===== src/rtl/utf8s_pkg.sv =====
`timescale 1ns / 1ps
// ----------------------------------------------------------------------------
// utf8s_pkg: shared types and constants of the UTF-8 control sanitizer
// Holds the byte and codepoint limits and the result group that travels
// from the front end through the queue to the serialiser.
// ----------------------------------------------------------------------------
package utf8s_pkg;

    // Replacement byte for anything that may not be shown.
    localparam logic [7:0] QMARK     = 8'h3F;
    localparam logic [7:0] ASCII_DEL = 8'h7F;
    localparam logic [7:0] CTRL_MAX  = 8'h1F;

    // Lead byte ranges.
    localparam logic [7:0] LEAD2_MIN = 8'hC2;
    localparam logic [7:0] LEAD2_MAX = 8'hDF;
    localparam logic [7:0] LEAD3_MIN = 8'hE0;
    localparam logic [7:0] LEAD3_MAX = 8'hEF;
    localparam logic [7:0] LEAD4_MIN = 8'hF0;
    localparam logic [7:0] LEAD4_MAX = 8'hF4;

    // Codepoint limits.
    localparam int unsigned CP_W = 21;
    localparam logic [CP_W-1:0] CP_MIN3     = 21'h000800;
    localparam logic [CP_W-1:0] CP_MIN4     = 21'h010000;
    localparam logic [CP_W-1:0] CP_SURR_LO  = 21'h00D800;
    localparam logic [CP_W-1:0] CP_SURR_HI  = 21'h00DFFF;
    localparam logic [CP_W-1:0] CP_MAX      = 21'h10FFFF;
    localparam logic [CP_W-1:0] CP_C1_LO    = 21'h000080;
    localparam logic [CP_W-1:0] CP_C1_HI    = 21'h00009F;

    // Sequence lengths as held in the length register.
    localparam logic [2:0] LEN_NONE = 3'd0;
    localparam logic [2:0] LEN_2    = 3'd2;
    localparam logic [2:0] LEN_3    = 3'd3;
    localparam logic [2:0] LEN_4    = 3'd4;

    // Results caused by one input beat: one to four bytes.
    typedef struct packed {
        logic [3:0][7:0] bytes;   // bytes[0] goes out first
        logic [1:0]      cnt_m1;  // number of bytes minus one
        logic            last;    // the input beat closed the string
    } t_group;

endpackage


===== src/rtl/utf8s_front.sv =====
`timescale 1ns / 1ps
// ----------------------------------------------------------------------------
// utf8s_front: byte classifier and sequence tracker
// Accepts one byte per cycle while the queue is not full, tracks a pending
// multi-byte sequence and builds the byte's result group in the same cycle.
// ----------------------------------------------------------------------------
module utf8s_front
    import utf8s_pkg::*;
(
    input  logic       i_clk,
    input  logic       i_rst_n,
    input  logic       i_push,
    input  logic       i_full,
    input  logic [7:0] i_in_byte,
    input  logic       i_in_last,
    output logic       o_wr,
    output t_group     o_group
);

    logic [1:0]      r_cnt, n_cnt;
    logic [2:0]      r_len, n_len;
    logic [CP_W-1:0] r_acc, n_acc;
    logic [7:0]      r_pend [3];
    logic [7:0]      n_pend [3];

    logic            w_accept;
    logic            w_is_cont;
    logic [2:0]      w_lead_len;
    logic [CP_W-1:0] w_acc_ext;
    logic            w_bad;
    logic            w_c1;
    logic [3:0][7:0] w_res;
    logic [2:0]      w_n_res;
    logic [7:0]      w_ascii;
    logic [7:0]      w_lead_bits;

    // Announced length of a lead byte, zero when it cannot start a sequence.
    function automatic logic [2:0] lead_length(input logic [7:0] b);
        logic [2:0] len;
        len = LEN_NONE;
        if (b >= LEAD2_MIN && b <= LEAD2_MAX) begin
            len = LEN_2;
        end else if (b >= LEAD3_MIN && b <= LEAD3_MAX) begin
            len = LEN_3;
        end else if (b >= LEAD4_MIN && b <= LEAD4_MAX) begin
            len = LEN_4;
        end
        return len;
    endfunction

    assign w_accept   = i_push && !i_full;
    assign w_is_cont  = (i_in_byte[7:6] == 2'b10);
    assign w_lead_len = lead_length(i_in_byte);
    assign w_acc_ext  = {r_acc[CP_W-7:0], i_in_byte[5:0]};

    // Control bytes and DEL are replaced, other ASCII passes.
    assign w_ascii = (i_in_byte <= CTRL_MAX || i_in_byte == ASCII_DEL) ? QMARK : i_in_byte;

    // Payload bits of a lead byte.
    always_comb begin
        unique case (w_lead_len)
            LEN_2:   w_lead_bits = i_in_byte & 8'h1F;
            LEN_3:   w_lead_bits = i_in_byte & 8'h0F;
            default: w_lead_bits = i_in_byte & 8'h07;
        endcase
    end

    // Checks on a completed codepoint.
    assign w_bad = (r_len == LEN_3 && w_acc_ext < CP_MIN3) ||
                   (r_len == LEN_4 && w_acc_ext < CP_MIN4) ||
                   (w_acc_ext >= CP_SURR_LO && w_acc_ext <= CP_SURR_HI) ||
                   (w_acc_ext > CP_MAX);
    assign w_c1  = (w_acc_ext >= CP_C1_LO) && (w_acc_ext <= CP_C1_HI);

    // Next state and the result group of this beat.
    always_comb begin
        n_cnt   = r_cnt;
        n_len   = r_len;
        n_acc   = r_acc;
        n_pend  = r_pend;
        w_res   = {4{QMARK}};
        w_n_res = 3'd0;
        if (r_cnt != 2'd0 && w_is_cont) begin
            if (({1'b0, r_cnt} + 3'd1) >= r_len) begin
                // Sequence complete.
                n_cnt = 2'd0;
                n_len = LEN_NONE;
                n_acc = '0;
                if (w_bad) begin
                    w_n_res = r_len;
                end else if (w_c1) begin
                    w_n_res = 3'd1;
                end else begin
                    for (int k = 0; k < 3; k++) begin
                        if (k < int'(r_cnt)) begin
                            w_res[k] = r_pend[k];
                        end
                    end
                    w_res[r_cnt] = i_in_byte;
                    w_n_res      = {1'b0, r_cnt} + 3'd1;
                end
            end else begin
                // Sequence grows by one continuation byte.
                n_pend[r_cnt] = i_in_byte;
                n_cnt         = r_cnt + 2'd1;
                n_acc         = w_acc_ext;
            end
        end else begin
            // Held bytes, if any, are errors; the byte then starts afresh.
            n_cnt = 2'd0;
            n_len = LEN_NONE;
            n_acc = '0;
            if (!i_in_byte[7]) begin
                w_res[r_cnt] = w_ascii;
                w_n_res      = {1'b0, r_cnt} + 3'd1;
            end else if (w_lead_len != LEN_NONE) begin
                n_pend[0] = i_in_byte;
                n_cnt     = 2'd1;
                n_len     = w_lead_len;
                n_acc     = {{(CP_W-8){1'b0}}, w_lead_bits};
                w_n_res   = {1'b0, r_cnt};
            end else begin
                w_n_res = {1'b0, r_cnt} + 3'd1;
            end
        end
        // End of string flushes whatever is still held.
        if (i_in_last && n_cnt != 2'd0) begin
            w_n_res = w_n_res + {1'b0, n_cnt};
            n_cnt   = 2'd0;
            n_len   = LEN_NONE;
            n_acc   = '0;
        end
    end

    // Sequence state.
    always_ff @(posedge i_clk) begin
        if (!i_rst_n) begin
            r_cnt <= 2'd0;
            r_len <= LEN_NONE;
            r_acc <= '0;
        end else if (w_accept) begin
            r_cnt <= n_cnt;
            r_len <= n_len;
            r_acc <= n_acc;
        end
    end

    // Held bytes carry no reset.
    always_ff @(posedge i_clk) begin
        if (w_accept) begin
            r_pend <= n_pend;
        end
    end

    assign o_wr           = w_accept && (w_n_res != 3'd0);
    assign o_group.bytes  = w_res;
    assign o_group.cnt_m1 = w_n_res[1:0] - 2'd1;
    assign o_group.last   = i_in_last;

endmodule


===== src/rtl/utf8s_fifo.sv =====
`timescale 1ns / 1ps
// ----------------------------------------------------------------------------
// utf8s_fifo: result group queue
// Short register queue between the front end and the serialiser; the head
// entry is presented directly.
// ----------------------------------------------------------------------------
module utf8s_fifo
    import utf8s_pkg::*;
#(
    parameter int DEPTH = 4
) (
    input  logic   i_clk,
    input  logic   i_rst_n,
    input  logic   i_wr,
    input  t_group i_wdata,
    input  logic   i_rd,
    output t_group o_rdata,
    output logic   o_full,
    output logic   o_empty
);

    localparam int AW = $clog2(DEPTH);
    localparam int CW = $clog2(DEPTH + 1);

    t_group          r_mem [DEPTH];
    logic [AW-1:0]   r_wptr, n_wptr;
    logic [AW-1:0]   r_rptr, n_rptr;
    logic [CW-1:0]   r_count, n_count;

    // Pointer and fill count update.
    always_comb begin
        n_wptr  = r_wptr;
        n_rptr  = r_rptr;
        n_count = r_count;
        if (i_wr) begin
            n_wptr = (r_wptr == AW'(DEPTH - 1)) ? '0 : r_wptr + 1'b1;
        end
        if (i_rd) begin
            n_rptr = (r_rptr == AW'(DEPTH - 1)) ? '0 : r_rptr + 1'b1;
        end
        if (i_wr && !i_rd) begin
            n_count = r_count + 1'b1;
        end else if (!i_wr && i_rd) begin
            n_count = r_count - 1'b1;
        end
    end

    always_ff @(posedge i_clk) begin
        if (!i_rst_n) begin
            r_wptr  <= '0;
            r_rptr  <= '0;
            r_count <= '0;
        end else begin
            r_wptr  <= n_wptr;
            r_rptr  <= n_rptr;
            r_count <= n_count;
        end
    end

    // Entry storage.
    always_ff @(posedge i_clk) begin
        if (i_wr) begin
            r_mem[r_wptr] <= i_wdata;
        end
    end

    assign o_rdata = r_mem[r_rptr];
    assign o_full  = (r_count == CW'(DEPTH));
    assign o_empty = (r_count == '0);

    // The front end never writes into a full queue.
    a_no_overflow: assert property (@(posedge i_clk) disable iff (!i_rst_n)
        i_wr |-> !o_full)
        else $error("group written into full queue");

    // The serialiser never pops an empty queue.
    a_no_underflow: assert property (@(posedge i_clk) disable iff (!i_rst_n)
        i_rd |-> !o_empty)
        else $error("group read from empty queue");

    // A lone write grows the fill count by exactly one.
    a_count_grow: assert property (@(posedge i_clk) disable iff (!i_rst_n)
        (i_wr && !i_rd) |=> (r_count == CW'($past(r_count) + 1'b1)))
        else $error("fill count did not follow a write");

    // The fill count stays within the depth.
    a_count_range: assert property (@(posedge i_clk) disable iff (!i_rst_n)
        r_count <= CW'(DEPTH))
        else $error("fill count beyond depth");

endmodule


===== src/rtl/utf8s_back.sv =====
`timescale 1ns / 1ps
// ----------------------------------------------------------------------------
// utf8s_back: result serialiser
// Walks through the bytes of the head group, one beat per cycle while pop
// is high and the queue is not empty; it pops the group with its final byte.
// ----------------------------------------------------------------------------
module utf8s_back
    import utf8s_pkg::*;
(
    input  logic       i_clk,
    input  logic       i_rst_n,
    input  t_group     i_group,
    input  logic       i_empty,
    input  logic       i_pop,
    output logic [7:0] o_out_byte,
    output logic       o_run_end,
    output logic       o_text_end,
    output logic       o_rd
);

    logic [1:0] r_idx, n_idx;
    logic       w_fire;

    assign w_fire     = i_pop && !i_empty;
    assign o_out_byte = i_group.bytes[r_idx];
    assign o_run_end  = (r_idx == i_group.cnt_m1);
    assign o_text_end = o_run_end && i_group.last;
    assign o_rd       = w_fire && o_run_end;

    // Byte index within the head group.
    always_comb begin
        n_idx = r_idx;
        if (w_fire) begin
            n_idx = o_run_end ? 2'd0 : r_idx + 2'd1;
        end
    end

    always_ff @(posedge i_clk) begin
        if (!i_rst_n) begin
            r_idx <= 2'd0;
        end else begin
            r_idx <= n_idx;
        end
    end

    // The index only moves on a delivered beat.
    a_idx_hold: assert property (@(posedge i_clk) disable iff (!i_rst_n)
        !w_fire |=> $stable(r_idx))
        else $error("byte index moved without a beat");

    // A beat that is not the group's last steps to the next byte.
    a_idx_step: assert property (@(posedge i_clk) disable iff (!i_rst_n)
        (w_fire && !o_run_end) |=> (r_idx == 2'($past(r_idx) + 2'd1)))
        else $error("byte index did not advance");

    // A group release rewinds the byte index to the first byte.
    a_release: assert property (@(posedge i_clk) disable iff (!i_rst_n)
        o_rd |=> (r_idx == 2'd0))
        else $error("index not rewound after group release");

endmodule


===== src/rtl/utf8_control_sanitizer.sv =====
`timescale 1ns / 1ps
// ----------------------------------------------------------------------------
// utf8_control_sanitizer: UTF-8 validating display-text sanitizer
// Front end classifies bytes, a group queue decouples it from a serialiser.
// ----------------------------------------------------------------------------
// The block takes one byte per cycle whenever full is low and delivers one
// result beat per cycle whenever pop is high and empty is low; both sides
// run at that rate together. Each input byte is classified in the cycle it
// is accepted, and all results it causes (none to four bytes) are written as
// one group into a P_DEPTH-entry queue, so the first result can be taken in
// the next cycle. The serialiser delivers one byte of a group per beat, so a
// group of four bytes holds the queue head while later bytes keep queuing
// behind it. Held bytes and waiting result bytes together never exceed four,
// so with pop held high at most four entries are ever occupied, and the
// default depth of five keeps full low; full rises only when the result side
// stalls and the queue fills. Control bytes, DEL, malformed, overlong,
// surrogate and out-of-range sequences and C1 codepoints are replaced by '?'.
// ----------------------------------------------------------------------------
module utf8_control_sanitizer
    import utf8s_pkg::*;
#(
    parameter int P_DEPTH = 5
) (
    input  logic       i_clk,
    input  logic       i_rst_n,
    input  logic       push,
    output logic       full,
    input  logic [7:0] i_in_byte,
    input  logic       i_in_last,
    output logic       empty,
    input  logic       pop,
    output logic [7:0] o_out_byte,
    output logic       o_run_end,
    output logic       o_text_end
);

    logic   w_wr;
    logic   w_rd;
    t_group w_wgroup;
    t_group w_head;

    // Classification and sequence tracking.
    utf8s_front u_front (
        .i_clk     (i_clk),
        .i_rst_n   (i_rst_n),
        .i_push    (push),
        .i_full    (full),
        .i_in_byte (i_in_byte),
        .i_in_last (i_in_last),
        .o_wr      (w_wr),
        .o_group   (w_wgroup)
    );

    // Result group queue.
    utf8s_fifo #(
        .DEPTH (P_DEPTH)
    ) u_fifo (
        .i_clk   (i_clk),
        .i_rst_n (i_rst_n),
        .i_wr    (w_wr),
        .i_wdata (w_wgroup),
        .i_rd    (w_rd),
        .o_rdata (w_head),
        .o_full  (full),
        .o_empty (empty)
    );

    // Byte serialiser.
    utf8s_back u_back (
        .i_clk      (i_clk),
        .i_rst_n    (i_rst_n),
        .i_group    (w_head),
        .i_empty    (empty),
        .i_pop      (pop),
        .o_out_byte (o_out_byte),
        .o_run_end  (o_run_end),
        .o_text_end (o_text_end),
        .o_rd       (w_rd)
    );

endmodule

===== config.mk =====
export PLATFORM = sky130hd
export DESIGN_NAME = utf8_control_sanitizer
export DESIGN_NICKNAME = d
export VERILOG_FILES = /design/src/rtl/utf8s_pkg.sv /design/src/rtl/utf8s_front.sv /design/src/rtl/utf8s_fifo.sv /design/src/rtl/utf8s_back.sv /design/src/rtl/utf8_control_sanitizer.sv
export SDC_FILE = /design/constraint.sdc
export NUM_CORES = 1
export LEC_CHECK = 0
export BUFFER_PORTS_ARGS = -buffer_cell sky130_fd_sc_hd__buf_2
export CORE_ASPECT_RATIO = 1.1
export CORE_MARGIN = 2
export CORE_UTILIZATION = 42
export CTS_BUF_LIST = sky130_fd_sc_hd__clkbuf_4 sky130_fd_sc_hd__clkbuf_8
export CTS_CLUSTER_DIAMETER = 150
export DETAILED_ROUTE_END_ITERATION = 7
export PLACE_DENSITY = 0.56
export SYNTH_ARGS = -nofsm -noshare
export SYNTH_HDL_FRONTEND = slang
export SYNTH_SLANG_ARGS = --single-unit

===== constraint.sdc =====
create_clock -name i_clk -period 11.3 [get_ports i_clk]
set_input_delay 3.39 -clock i_clk [delete_from_list [all_inputs] [get_ports i_clk]]
set_output_delay 3.39 -clock i_clk [all_outputs]
set_load 0.005 [all_outputs]

# Word-level counts from Yosys, hierarchy flattened
# Memories as Yosys holds them, arrays and structs flattened. A register that Yosys moved wholly into a read port is not among the register bits.
# Index checks and enable logic that the tools add are counted.
# classes
n_lt_le_gt_ge	23
n_bitwise	5
reduce_logical	37
add_sub_neg	9
muxes	68
n_eq_ne	12
# ops
op	count
$mux W8	22
$mux W32	5
$mux W3	21
$mux W15	3
$bwmux W32	1
$demux W8 S2	2
$bwmux W24	1
$ge A8 B8 Y1 const B	3
$le A8 B8 Y1 const B	3
$mux W24	1
$not A24 Y24	1
$or A24 B24 Y24	1
$ge A21 B16 Y1 const B	1
$ge A21 B8 Y1 const B	1
$gt A21 B21 Y1 const B	1
$le A21 B16 Y1 const B	1
$le A21 B8 Y1 const B	1
$lt A21 B12 Y1 const B	1
$lt A21 B17 Y1 const B	1
$logic_and A1 B1 Y1	18
$bmux W8 S2	1
$eq A3 B3 Y1 const B	4
$mux W2	5
$mux W5	2
33 further kinds	53
# word_totals
reg_bits	55
memories	1
ramBits	175
word_cells	165
inputBits	13
# memory_table
name	depth	width	rd	rd_clocked_by_memory_dff	write_ports	line	source
u_fifo.r_mem	5	35	1	1	1	utf8s_fifo.sv:25	t_group r_mem [DEPTH];

# Depth between registers and ports, before layout
# Gate-level depths: netlist (run 1).
# depth
ltp_word	18
depth_mapped	21

# By module
# From an unflattened synthesis (run 1), not the netlist that was laid out.
# unflattened
hier_cells	727
area_unflattened_um2	10507.6
# by_module_without_submodules
mod	cells_per_inst	area_per_inst_um2	n_inst	seq_area_each_um2
utf8s_fifo	434	7648.6	1	5495.3
utf8s_front	268	2529.9	1	1121.1
utf8s_back	25	329.1	1	40.0

# Worst setup path before layout (run 1)
# Ideal clock, no wire load.
# synth_timing
kind	input to register
start	in i_in_byte[3]
end	mem u_fifo.r_mem[4][0] (netlist name), enable pin
arrival_time_ps	9660
path_stages	14
setup_slack_ps	1113
n_path_buf	1
cell_sequence	clkbuf_1 or4_1 o21bai_1 nor2_1 xnor2_1 o22ai_1 ha_1 fa_1 mux2i_1 ha_1 inv_1 a311o_1 o21ai_4 nor4b_1
# synth_via
elab_chain_cells	16
elab_cells_between_ends	44
cone_classes	add/sub: 1; order compare: 13; mux: 15; reduce/logical: 15
# synth_rtl
item	line	source
start, declared	utf8_control_sanitizer.sv:28	input logic [7:0] i_in_byte,
branches (longest 11 deep; another with $ge A8 B8 Y1)	-	
$mux W3 (*)	utf8s_front.sv:127	if (i_in_last && n_cnt != 2'd0) begin
$reduce_bool A3 Y1 (*)	utf8s_front.sv:155	assign o_wr = w_accept && (w_n_res != 3'd0);
$logic_and A1 B1 Y1 (*)	utf8s_front.sv:155	
$mux W1 (*)	utf8s_fifo.sv:62	if (i_wr) begin
$mux W1 (not written as such) (*)	utf8s_fifo.sv:63	r_mem[r_wptr] <= i_wdata;
end, declared	utf8s_fifo.sv:25	
# Every way passes the cells marked *.

# Worst setup path after layout (run 1)
# layout_timing
start	in i_in_byte[4]
end	reg u_fifo.r_count[2]
# layout_via
elab_chain_cells	17
elab_cells_between_ends	47
cone_classes	add/sub: 1; order compare: 13; mux: 14; reduce/logical: 19
# layout_rtl
item	line	source
branches (longest 11 deep; another with $ge A8 B8 Y1)	-	
$mux W3 (*)	utf8s_front.sv:127	
$reduce_bool A3 Y1 (*)	utf8s_front.sv:155	
$logic_and A1 B1 Y1 (*)	utf8s_front.sv:155	
named net u_fifo.i_wr	utf8s_fifo.sv:14	input logic i_wr,
$logic_not A1 Y1	utf8s_fifo.sv:43	end else if (!i_wr && i_rd) begin
$logic_and A1 B1 Y1	utf8s_fifo.sv:43	
$reduce_bool A2 Y1 (no source line)	-	
end signal, assigned	utf8s_fifo.sv:56	r_count <= n_count;
end, declared	utf8s_fifo.sv:28	logic [CW-1:0] r_count, n_count;
# Mark *: on every way through the listed nets, which the timed path passes.
# A chain may end at the register's enable or synchronous reset.

==> results of run 1 <==
==> area by class of cell <==
class	count	share of cell area (%)
Clock buffer	48	5.58
Tap cell	300	3.40
Sequential cell	233	60.3
Clock inverter	20	0.793
Multi-Input combinational cell	315	27.4
Timing Repair Buffer	35	1.83
Inverter	21	0.713
==> power groups by stage <==
| stage | Combinational (mW) | Sequential, mW | Clock [mW] |
|---|---|---|---|
| after global routing | 0.309 | 0.996 | 0.732 |
| after CTS | 0.289 | 0.993 | 0.693 |
| after floorplan | 0.208 | 1.00 | 0 |
| after global placement | 0.282 | 1.01 | 0 |
| after detailed placement | 0.288 | 1.01 | 0 |
| final | 0.282 | 0.992 | 0.675 |
==> kinds of logic (layout without fill, tap and decap cells) <==
kind of cell             after synthesis  after routing  share of synthesized area [%]
flip-flops                           233            233                           67.5
multiplexers                          73             73                           14.0
adder cells (fa/ha/maj)               17             17                           2.31
buffers and inverters                 53            124                           2.09
XOR/XNOR                               6              6                          0.533
AO/OA/AOI/OAI                         85             85                           6.28
AND/OR/NAND/NOR                      134            134                           7.30
==> cell usage in the layout, fill, tap and decap left out, types with 5 or more instances in the layout <==
cell and count:
clkinv_2 7, clkbuf_8 41, clkbuf_4 7, nand4_1 5
mux2i_1 13, buf_4 11, a22oi_1 12, and2_1 7
xnor2_1 5, dfxtp_1 33, nor2b_1 23, nand2_1 30
buf_2 24, mux2_2 9, inv_1 21, mux4_2 51
clkinv_1 12, a21oi_1 10, o22a_1 10, o21ai_0 15
nor2_1 25, ha_1 15, o22ai_1 10, edfxtp_1 199
nand3_1 9
==> worst max-delay path: stages <==
cell	delay, ns
buf_2	0.16
or4_1	0.54
o21bai_1	0.38
nor2_1	0.21
xnor2_1	0.17
o22ai_1	0.19
ha_1	0.21
fa_1	0.42
mux2i_1	0.14
ha_1	0.16
inv_1	0.04
a311o_1	0.31
o21ai_4	0.32
inv_1	0.09
ha_1	0.24
inv_1	0.09
fa_1	0.18
xor2_1	0.07
or3_1	0.29
a21boi_0	0.18
==> worst max-delay path by stage <==
| stage | start | to | slack (ns) | cells past startpoint |
|---|---|---|---|---|
| floorplan | i_in_byte[3] | u_fifo.r_mem[4][0]$_DFFE_PP_ | 1.11 | 14 |
| global placement | i_in_byte[4] | u_fifo.r_count[2]$_SDFFE_PN0P_ | 3.69 | 20 |
| CTS | i_in_byte[4] | u_fifo.r_count[2]$_SDFFE_PN0P_ | 4.03 | 20 |
| detailed placement | i_in_byte[4] | u_fifo.r_count[2]$_SDFFE_PN0P_ | 3.49 | 20 |
| finish | i_in_byte[4] | u_fifo.r_count[2]$_SDFFE_PN0P_ | 3.96 | 20 |
| global route | i_in_byte[4] | u_fifo.r_count[2]$_SDFFE_PN0P_ | 3.73 | 20 |
==> state kept, by name, summed over array words and instances (netlist names), named ones only <==
name and count:
u_fifo.r_wptr 3, u_front.r_pend 24, u_fifo.r_rptr 3, u_front.r_cnt 2, u_fifo.r_count 3, u_fifo.r_mem 175
u_back.r_idx 2, u_front.r_acc 15, u_front.r_len 3
==> per-layer routing <==
| metal | wire, um | vias up | part of all wire, % | global-route usage, % |
|---|---|---|---|---|
| li1 | - | 2473 | - | - |
| met1 | 9260 | 2735 | 45 | 23.1 |
| met2 | 10200 | 125 | 49 | 29.8 |
| met3 | 752 | 44 | 3.6 | 3.29 |
| met4 | 576 | 0 | 2.8 | 6.05 |
| met5 | 0 | - | 0 | 0 |
==> through the flow <==
step,power [mW],area [sq um],instances,hold WS (ns),utilization (%)
finish,1.95,11000,972,0.496,48.2
global route,2.04,11000,972,0.534,48.2
CTS,1.97,11000,972,0.495,48.2
detailed placement,1.30,10300,904,0.486,45.1
global placement,1.29,10300,904,0.476,45.1
floorplan,1.21,9860,601,0.450,-
==> run metrics, run 1 <==
Tot GR Track Use=17.7%; synth warn=0; CP Capture Type=flip-flop; first-pass GRT wire length=32,700 um; top_reg_cell synth=edfxtp_1; diode count=0; Sum Neg Setup Slack=0 ns; final hold vios=0; share of flip-flops with an asynchronous set or reset=0%; worst-path maximum fanout=10; Worst Max-Slew Pin Slew=1.01 ns; EDFF count, synth=199; Fillers=2,004; Int Pwr=1.46 mW; largest net degree at the start of global routing=38; Remaining DRCs=0; area leader, netlist=edfxtp_1; sequential share of power=50.9%; Synth-to-Final Area Change=12.0%; Static Leak=3.57 nW; Post-CTS Resized=0; register bit total from synthesis=233; Synth cell types=56; maxcap violations=0; Area contributors post-synth=edfxtp_1 61%, mux4_2 12%, dfxtp_1 6.9%, ha_1 1.9%, nor2b_1 1.5%; Worst Hold Depth=2; FF+latch area=0.00666 sq mm; fmax=136 MHz; CP Launch Type=input pin; fin crit share=64.9%; PwrDens=176 mW/mm^2; relative max-transition margin=32.4%; clock network fraction of total power=34.6%; most common cell in the netlist=edfxtp_1; TritonCTS clock tree=done; # hold bufs at CTS=0; Clock Skew=0.0151 ns; R2R cell count=21; synth cell count leaders=199 x edfxtp_1, 51 x mux4_2, 34 x dfxtp_1; synthesized instance count=601; clock buffer depth=3; Reg-to-Reg End=u_fifo.r_count[2]$_SDFFE_PN0P_; H-Tree Depth=2; vias in the first global route=5,637; Total Nets Final=674; cts bufs inserted=38; Die ar.=0.0247 sq mm; multi-input logic area=0.00303 sq mm; crit path kind=in -> reg; grt total ovfl=0; later-pin clock latency in the skew report=0.52 ns; CTS root buffer=clkbuf_8; Required @ worst endpoint=11.74 ns; worst IR drop on VDD=0.0870 mV; status=complete, no violations; final WL=20,800 um; antenna violations before repair=0; Die W=150 um; Via Count=5,377; 1st-pass router iterations=5; hold endpoint=u_front.r_acc[4]$_SDFFE_PN0P_; share of cells above drive strength 1=24.6%; DPL Wire Length=12,600 um; Worst Setup Slack post-DPL=3.49 ns; fin crit period=7.34 ns; Cell Rows=58; syn avg cell area=16.4 sq um; Sw Ratio=24.9%; number of port buffers=24; WP data arrival=7.77 ns; combinational power share=14.5%; DR WL/cell=21.4 um; Syn Nets=631; core area=0.0229 sq mm; Die Height=165 um; reg2reg start=u_front.r_cnt[0]$_SDFFE_PN0P_; Setup violations, final=0; Net Sw Power=486 uW; sequential cell area fraction in the yosys report=67.5%; post-DR vias/cell=5.53; starting density of the core=43.0%; Mapped Area=0.00986 sq mm; Reg clk slew, reported paths=0.06 ns; Detail Route Antenna Nets=0; IO Pins=25; DR iter-0 viols=304; hold crit path type=reg -> reg; Max Slew Vio Count=0; Clock Sinks=233; post-synth top area share=60.6%; R2R Setup Slk=6.06 ns; final worst setup slack=3.96 ns; post-CTS setup buffer count=0; Routability Congestion=0.885; worst hold start=u_front.r_acc[4]$_SDFFE_PN0P_; RSZ-0062 raised after global routing=no
Power figures use the tool's default switching activity.
==> run 2: changes to the inputs <==
--- a/config.mk
+++ b/config.mk
@@ -5,6 +5,7 @@
 export SDC_FILE = /design/constraint.sdc
 export NUM_CORES = 1
 export LEC_CHECK = 0
+export ABC_AREA = 1
 export BUFFER_PORTS_ARGS = -buffer_cell sky130_fd_sc_hd__buf_2
 export CORE_ASPECT_RATIO = 1.1
 export CORE_MARGIN = 2
==> constraint.sdc (replaced) <==
create_clock -name i_clk -period 7.46 [get_ports i_clk]
set_input_delay 2.238 -clock i_clk [delete_from_list [all_inputs] [get_ports i_clk]]
set_output_delay 2.238 -clock i_clk [all_outputs]
set_load 0.005 [all_outputs]
==> run 2 against run 1 <==
Flip-flop and latch count unchanged. Worst setup slack lost 1.9 ns. Critical path depth is 2 lower. Highest routed layer unchanged. Core utilization decreased by 0.72 points. Critical path type unchanged. Final cell count is 39% higher. Synthesized cell count rose by 64%.
==> run metrics, run 2 <==
CTS root buffer=clkbuf_8; synthesized instance count=985; synth warn=0; commonest non-fill, non-tap cell in the layout=edfxtp_1; Cell Rows=60; DR WL met3=1440 um; H-Tree Depth=2; Metal-1 WL=11,100 um; DPL Wire Length=16,200 um; grt total ovfl=0; clock network fraction of total power=34.5%; share of flip-flops with an asynchronous set or reset=0%; Required @ worst endpoint=7.60 ns; register bit total from synthesis=233; final WL=25,600 um; sequential cell area fraction in the yosys report=64.3%; final hold vios=0; Sw Ratio=29.0%; largest net degree at the start of global routing=71; Routability Congestion=0.884; clock buffer depth=3; combinational power share=17.9%; post-CTS setup buffer count=0; first-pass GRT wire length=39,700 um; starting density of the core=42.6%; total power=3.19 mW; Clock Sinks=233; Synth Area in Adders=2.20%; synth cell count leaders=199 x edfxtp_1, 146 x nand2_1, 142 x nor2_1; CP Cell Sequence=buf_2, inv_1, nand2_1, nor2_1, and3_1, o31ai_1, o21ai_0, ha_1, fa_1, o21ai_0, ha_1, nand2_1, inv_1, nand2_2, nand2_4, inv_4, nand2_4, nor2_4; CP Capture Type=flip-flop; final worst setup slack=2.05 ns; Static Leak=4.21 nW; WP data arrival=5.56 ns; worst IR drop on VDD=0.148 mV; Die Height=169 um; Via Count=7,258; max reg flops=175; # hold bufs at CTS=0; XOR/XNOR Fraction of Synth Area=0.169%; EDFF count, synth=199; Reg clk slew, reported paths=0.06 ns; post-synth top area share=57.7%; Total Nets Final=1,045; DR iter-0 viols=549; CP max stage delay=0.80 ns; complex-gate fraction of the synthesized area=13.7%; Post-CTS Resized=0; Worst Setup Slack post-DPL=1.45 ns; Area contributors post-synth=edfxtp_1 58%, dfxtp_1 6.6%, nand2_1 5.3%, nor2_1 5.1%, o21ai_0 4.3%; Die W=154 um; Worst Max-Slew Pin Slew=1.12 ns; CP Launch Type=input pin; diode count=0; most common cell in the netlist=edfxtp_1; top_reg_cell synth=edfxtp_1; Syn Nets=1,015; post-DR vias/cell=5.36; Synth cell types=47; Buf/Inv on CP=4; Tot GR Track Use=19.9%; fmax=185 MHz; worst-path maximum fanout=35; DR top layer=met4; Clock Skew=0.0387 ns; crit path kind=in -> reg; Synth-to-Final Area Change=11.5%; post-synthesis simple-gate area fraction=14.4%; Hold WS=0.469 ns; vias in the first global route=7,042; number of port buffers=24; most frequent cells in the layout=199 x edfxtp_1, 146 x nand2_1, 142 x nor2_1, 90 x o21ai_0, 81 x a21oi_1; fin crit period=5.41 ns; DR WL/cell=18.9 um; status=complete, no violations; Sum Neg Setup Slack=0 ns; Placed Area=0.0108 sq mm; maxcap violations=0; 1st-pass router iterations=7; core area=0.0243 sq mm; Routed met2 length=12,600 um; hold crit path type=reg -> reg; largest register by flop count=u_fifo.r_mem; sequential share of power=47.6%; antenna violations before repair=0; share of cells above drive strength 1=12.6%; PwrDens=277 mW/mm^2; Max Slew Vio Count=0; TritonCTS clock tree=done; fin crit share=72.6%; Int Pwr=2.27 mW; syn avg cell area=10.5 sq um; relative max-transition margin=24.9%; largest family of logic cells by synthesized area=simple AND/OR/NAND/NOR gates; RSZ-0062 raised after global routing=no; Die ar.=0.0259 sq mm; Detail Route Antenna Nets=0; largest registers=u_fifo.r_mem: 175 flops, u_front.r_pend: 24 flops, u_front.r_acc: 15 flops; CP top delay family=simple AND/OR/NAND/NOR gates; Setup violations, final=0; Remaining DRCs=0; Mapped Area=0.0104 sq mm; area leader, netlist=edfxtp_1; mux cell area share after synthesis=0.0967%; cts bufs inserted=40; cell area after layout=0.0115 sq mm; IO Pins=25; Net Sw Power=927 uW; later-pin clock latency in the skew report=0.56 ns; crit path max-delay cell type=nor2_4
[run 2: final cells by class]
class / count / area [sq um]
clock buffers: 56 / 683
multi-input cells: 620 / 3190
well taps: 310 / 388
inverters: 83 / 314
clock inverters: 16 / 96.3
repair buffers: 37 / 218
fillers: 2284 / 12800
flip-flops and latches: 233 / 6660
[run 2: metal layers]
metal | GRT usage [%] | up-vias
met2 | 34.5 | 203
met5 | 0 | -
met4 | 6.02 | 0
li1 | - | 3543
met1 | 25.5 | 3476
met3 | 3.61 | 36
[run 2: path summary, 6_finish.rpt]
kind | from | endpoint | slack, ns | depth (start not counted)
worst min-delay path | u_front.r_acc[12]$_SDFFE_PN0P_ | u_front.r_acc[12]$_SDFFE_PN0P_ | 0.47 | 2
worst max register to register | u_front.r_cnt[1]$_SDFFE_PN0P_ | u_fifo.r_mem[4][24]$_DFFE_PP_ | 2.60 | 20
worst max-delay path | i_in_byte[5] | u_fifo.r_mem[4][24]$_DFFE_PP_ | 2.05 | 18
worst min register to register | u_front.r_acc[12]$_SDFFE_PN0P_ | u_front.r_acc[12]$_SDFFE_PN0P_ | 0.47 | 2
[run 2: cell families after synthesis]
logic type / Yosys count
xor+xnor: 2
flops: 233
simple gates: 353
mux: 1
buf+inv: 132
fa+ha+maj: 17
compound gates: 247
[run 2: worst register-to-register path, cell delays in order, from the launching register on]
cell and delay, ns:
dfxtp_1 0.48, inv_1 0.21, ha_1 0.40, ha_1 0.33, nand3_1 0.11, nand3_1 0.19, nand2_2 0.24, a21oi_1 0.06
o31ai_1 0.07, o21ai_0 0.15, ha_1 0.22, fa_1 0.47, o21ai_0 0.09, ha_1 0.18, nand2_1 0.06, inv_1 0.04
nand2_2 0.09, nand2_4 0.08, inv_4 0.12, nand2_4 0.08, nor2_4 0.80
[run 2: power groups by stage]
stage                     registers (mW)  logic, mW  clock network (mW)
after floorplan                     1.54      0.388                   0
after global placement              1.55      0.573                   0
after detailed placement            1.55      0.578                   0
after CTS                           1.52      0.580                1.13
after global routing                1.53      0.648                1.19
final                               1.52      0.571                1.10
[run 2: metrics by stage]
stage / std cells / util (%)
finish: 1355 / 47.5
global route: 1355 / 47.5
CTS: 1355 / 47.5
detailed placement: 1283 / 44.3
global placement: 1283 / 44.3
floorplan: 985 / -
==> run 3: changes to the inputs <==
--- a/config.mk
+++ b/config.mk
@@ -13,7 +13,7 @@
 export CTS_BUF_LIST = sky130_fd_sc_hd__clkbuf_4 sky130_fd_sc_hd__clkbuf_8
 export CTS_CLUSTER_DIAMETER = 150
 export DETAILED_ROUTE_END_ITERATION = 7
-export PLACE_DENSITY = 0.56
+export PLACE_DENSITY = 0.58
 export SYNTH_ARGS = -nofsm -noshare
 export SYNTH_HDL_FRONTEND = slang
 export SYNTH_SLANG_ARGS = --single-unit
==> constraint.sdc (replaced) <==
create_clock -name i_clk -period 4.6 [get_ports i_clk]
set_input_delay 1.38 -clock i_clk [delete_from_list [all_inputs] [get_ports i_clk]]
set_output_delay 1.38 -clock i_clk [all_outputs]
set_load 0.005 [all_outputs]
==> run 3 against run 2 <==
Non-clock buffer count rose by 42. Flip-flop and latch count did not move. Sequential share of layout area fell by 1.9 points. Final cell count rose by 2.6%. Clock skew fell by 0.018 ns. Power rose by 64%. Hold slack got worse by 0.0020 ns. Worst setup slack got worse by 1.7 ns. Combinational power rose by 74%.
==> run metrics, run 3 (same netlist as run 2, synthesis figures left out) <==
status=complete, no violations; largest registers=u_fifo.r_mem: 175 flops, u_front.r_pend: 24 flops, u_front.r_acc: 15 flops; Worst Max-Slew Pin Slew=0.966 ns; DR iter-0 viols=586; fin crit share=91.4%; Clock Sinks=233; core area=0.0243 sq mm; clock buffer depth=3; 1st-pass router iterations=5; Die Height=169 um; maxcap violations=0; PwrDens=439 mW/mm^2; number of port buffers=24; Die W=154 um; worst-path maximum fanout=7; max reg flops=175; first-pass GRT wire length=39,900 um; crit path max-delay cell type=fa_1; sequential share of power=47.2%; clock network fraction of total power=33.9%; IO Pins=25; Max Slew Vio Count=0; Synth-to-Final Area Change=15.2%; post-DR vias/cell=5.34; Setup violations, final=0; hold crit path type=reg -> reg; Sw Ratio=28.6%; commonest non-fill, non-tap cell in the layout=edfxtp_1; critical path's most frequent cell=a21oi_1; CP top delay family=adder cells; CP Launch Type=flip-flop; Buf/Inv on CP=4; worst IR drop on VDD=0.234 mV; Hold WS=0.467 ns; Int Pwr=3.74 mW; crit path kind=reg -> reg; Die ar.=0.0259 sq mm; CP startpoint=u_front.r_cnt[1]$_SDFFE_PN0P_; fin crit period=4.20 ns; Remaining DRCs=0; Total Nets Final=1,086; Routability Congestion=0.852; relative max-transition margin=35.0%; Via Count=7,420; most frequent cells in the layout=199 x edfxtp_1, 146 x nand2_1, 142 x nor2_1, 87 x o21ai_0, 80 x a21oi_1; final WL=25,400 um; TritonCTS clock tree=done; share of cells above drive strength 1=16.3%; antenna violations before repair=0; diode count=0; Sum Neg Setup Slack=0 ns; fmax=238 MHz; DR WL/cell=18.3 um; cts bufs inserted=39; H-Tree Depth=2; Reg clk slew, reported paths=0.06 ns; worst hold start=u_front.r_acc[12]$_SDFFE_PN0P_; Cell Rows=60; grt total ovfl=0; Detail Route Antenna Nets=0; DPL Wire Length=16,200 um; Net Sw Power=1.50 mW; Clock Skew=0.0205 ns; CTS root buffer=clkbuf_8; Required @ worst endpoint=5.01 ns; largest net degree at the start of global routing=55; Post-CTS Resized=0; Tot GR Track Use=19.7%; RSZ-0062 raised after global routing=no; Static Leak=4.42 nW; CP max stage delay=0.47 ns; post-CTS setup buffer count=0; largest register by flop count=u_fifo.r_mem; starting density of the core=42.6%; vias in the first global route=7,119; final hold vios=0; WP data arrival=4.61 ns; combinational power share=19.0%; CP Capture Type=flip-flop; reg2reg start=u_front.r_cnt[1]$_SDFFE_PN0P_; # hold bufs at CTS=0; later-pin clock latency in the skew report=0.53 ns
[run 3: cell count changes in the layout (fill, tap and decap cells not counted), moves of 3 or more]
cell / before / now
buf_12: 0 / 6
clkbuf_4: 14 / 9
o21ai_0: 90 / 87
buf_4: 13 / 48
clkinv_1: 13 / 9
o21ai_1: 3 / 6
[run 3: worst paths after layout]
check                                        end  slack, ns  depth (start not counted)
setup reg to reg  u_fifo.r_count[2]$_SDFFE_PN0P_       0.40                         25
hold reg to reg   u_front.r_acc[12]$_SDFFE_PN0P_       0.47                          2
hold / removal    u_front.r_acc[12]$_SDFFE_PN0P_       0.47                          2
setup / recovery  u_fifo.r_count[2]$_SDFFE_PN0P_       0.40                         25
[run 3: metrics by stage]
step	worst slack, ns	instance area, sq um	cells	util, %	total power, mW
after floorplan	-0.169	10400	985	-	3.13
after global placement	0.0664	11200	1325	46.0	3.50
after detailed placement	0.00392	11200	1325	46.0	3.51
after CTS	0.245	11900	1390	49.0	5.29
after global routing	0.0745	11900	1390	49.0	5.50
final	0.396	11900	1390	49.0	5.24
[run 3: area by class of cell]
cell class	count	area [sq um]
clock buffers	52	659
clock inverters	13	88.8
fillers	2271	12400
inverters	83	314
multi-input cells	620	3210
flip-flops and latches	233	6660
well taps	310	388
repair buffers	79	612
[run 3: worst register-to-register path, cell delays in order (launching register included)]
cell	delay, ns
dfxtp_1	0.31
buf_4	0.16
ha_1	0.27
ha_1	0.36
a21oi_1	0.21
nand3_1	0.17
nand2_2	0.14
a21oi_1	0.05
o31ai_1	0.07
o21ai_1	0.14
ha_2	0.21
fa_1	0.47
o21ai_1	0.06
ha_2	0.16
nand2_1	0.06
inv_1	0.04
nand2_2	0.08
nand2_4	0.06
inv_4	0.05
ha_1	0.13
inv_1	0.05
fa_1	0.37
a21oi_1	0.14
o21ai_0	0.11
o21ai_0	0.15
a21oi_1	0.05
[run 3: power by group through the flow]
stage	Combinational (mW)	Clock, mW	Sequential [mW]
after CTS	1.00	1.82	2.47
after global routing	1.11	1.91	2.48
after global placement	0.991	0	2.51
after floorplan	0.639	0	2.49
after detailed placement	1.00	0	2.51
final	0.994	1.77	2.47
[run 3: layer usage]
| metal | share of wire, % | GRT usage, % |
|---|---|---|
| met1 | 44 | 26.4 |
| met2 | 49 | 33.7 |
| met3 | 5.0 | 3.02 |
| met4 | 1.9 | 5.35 |
| met5 | 0 | 0 |
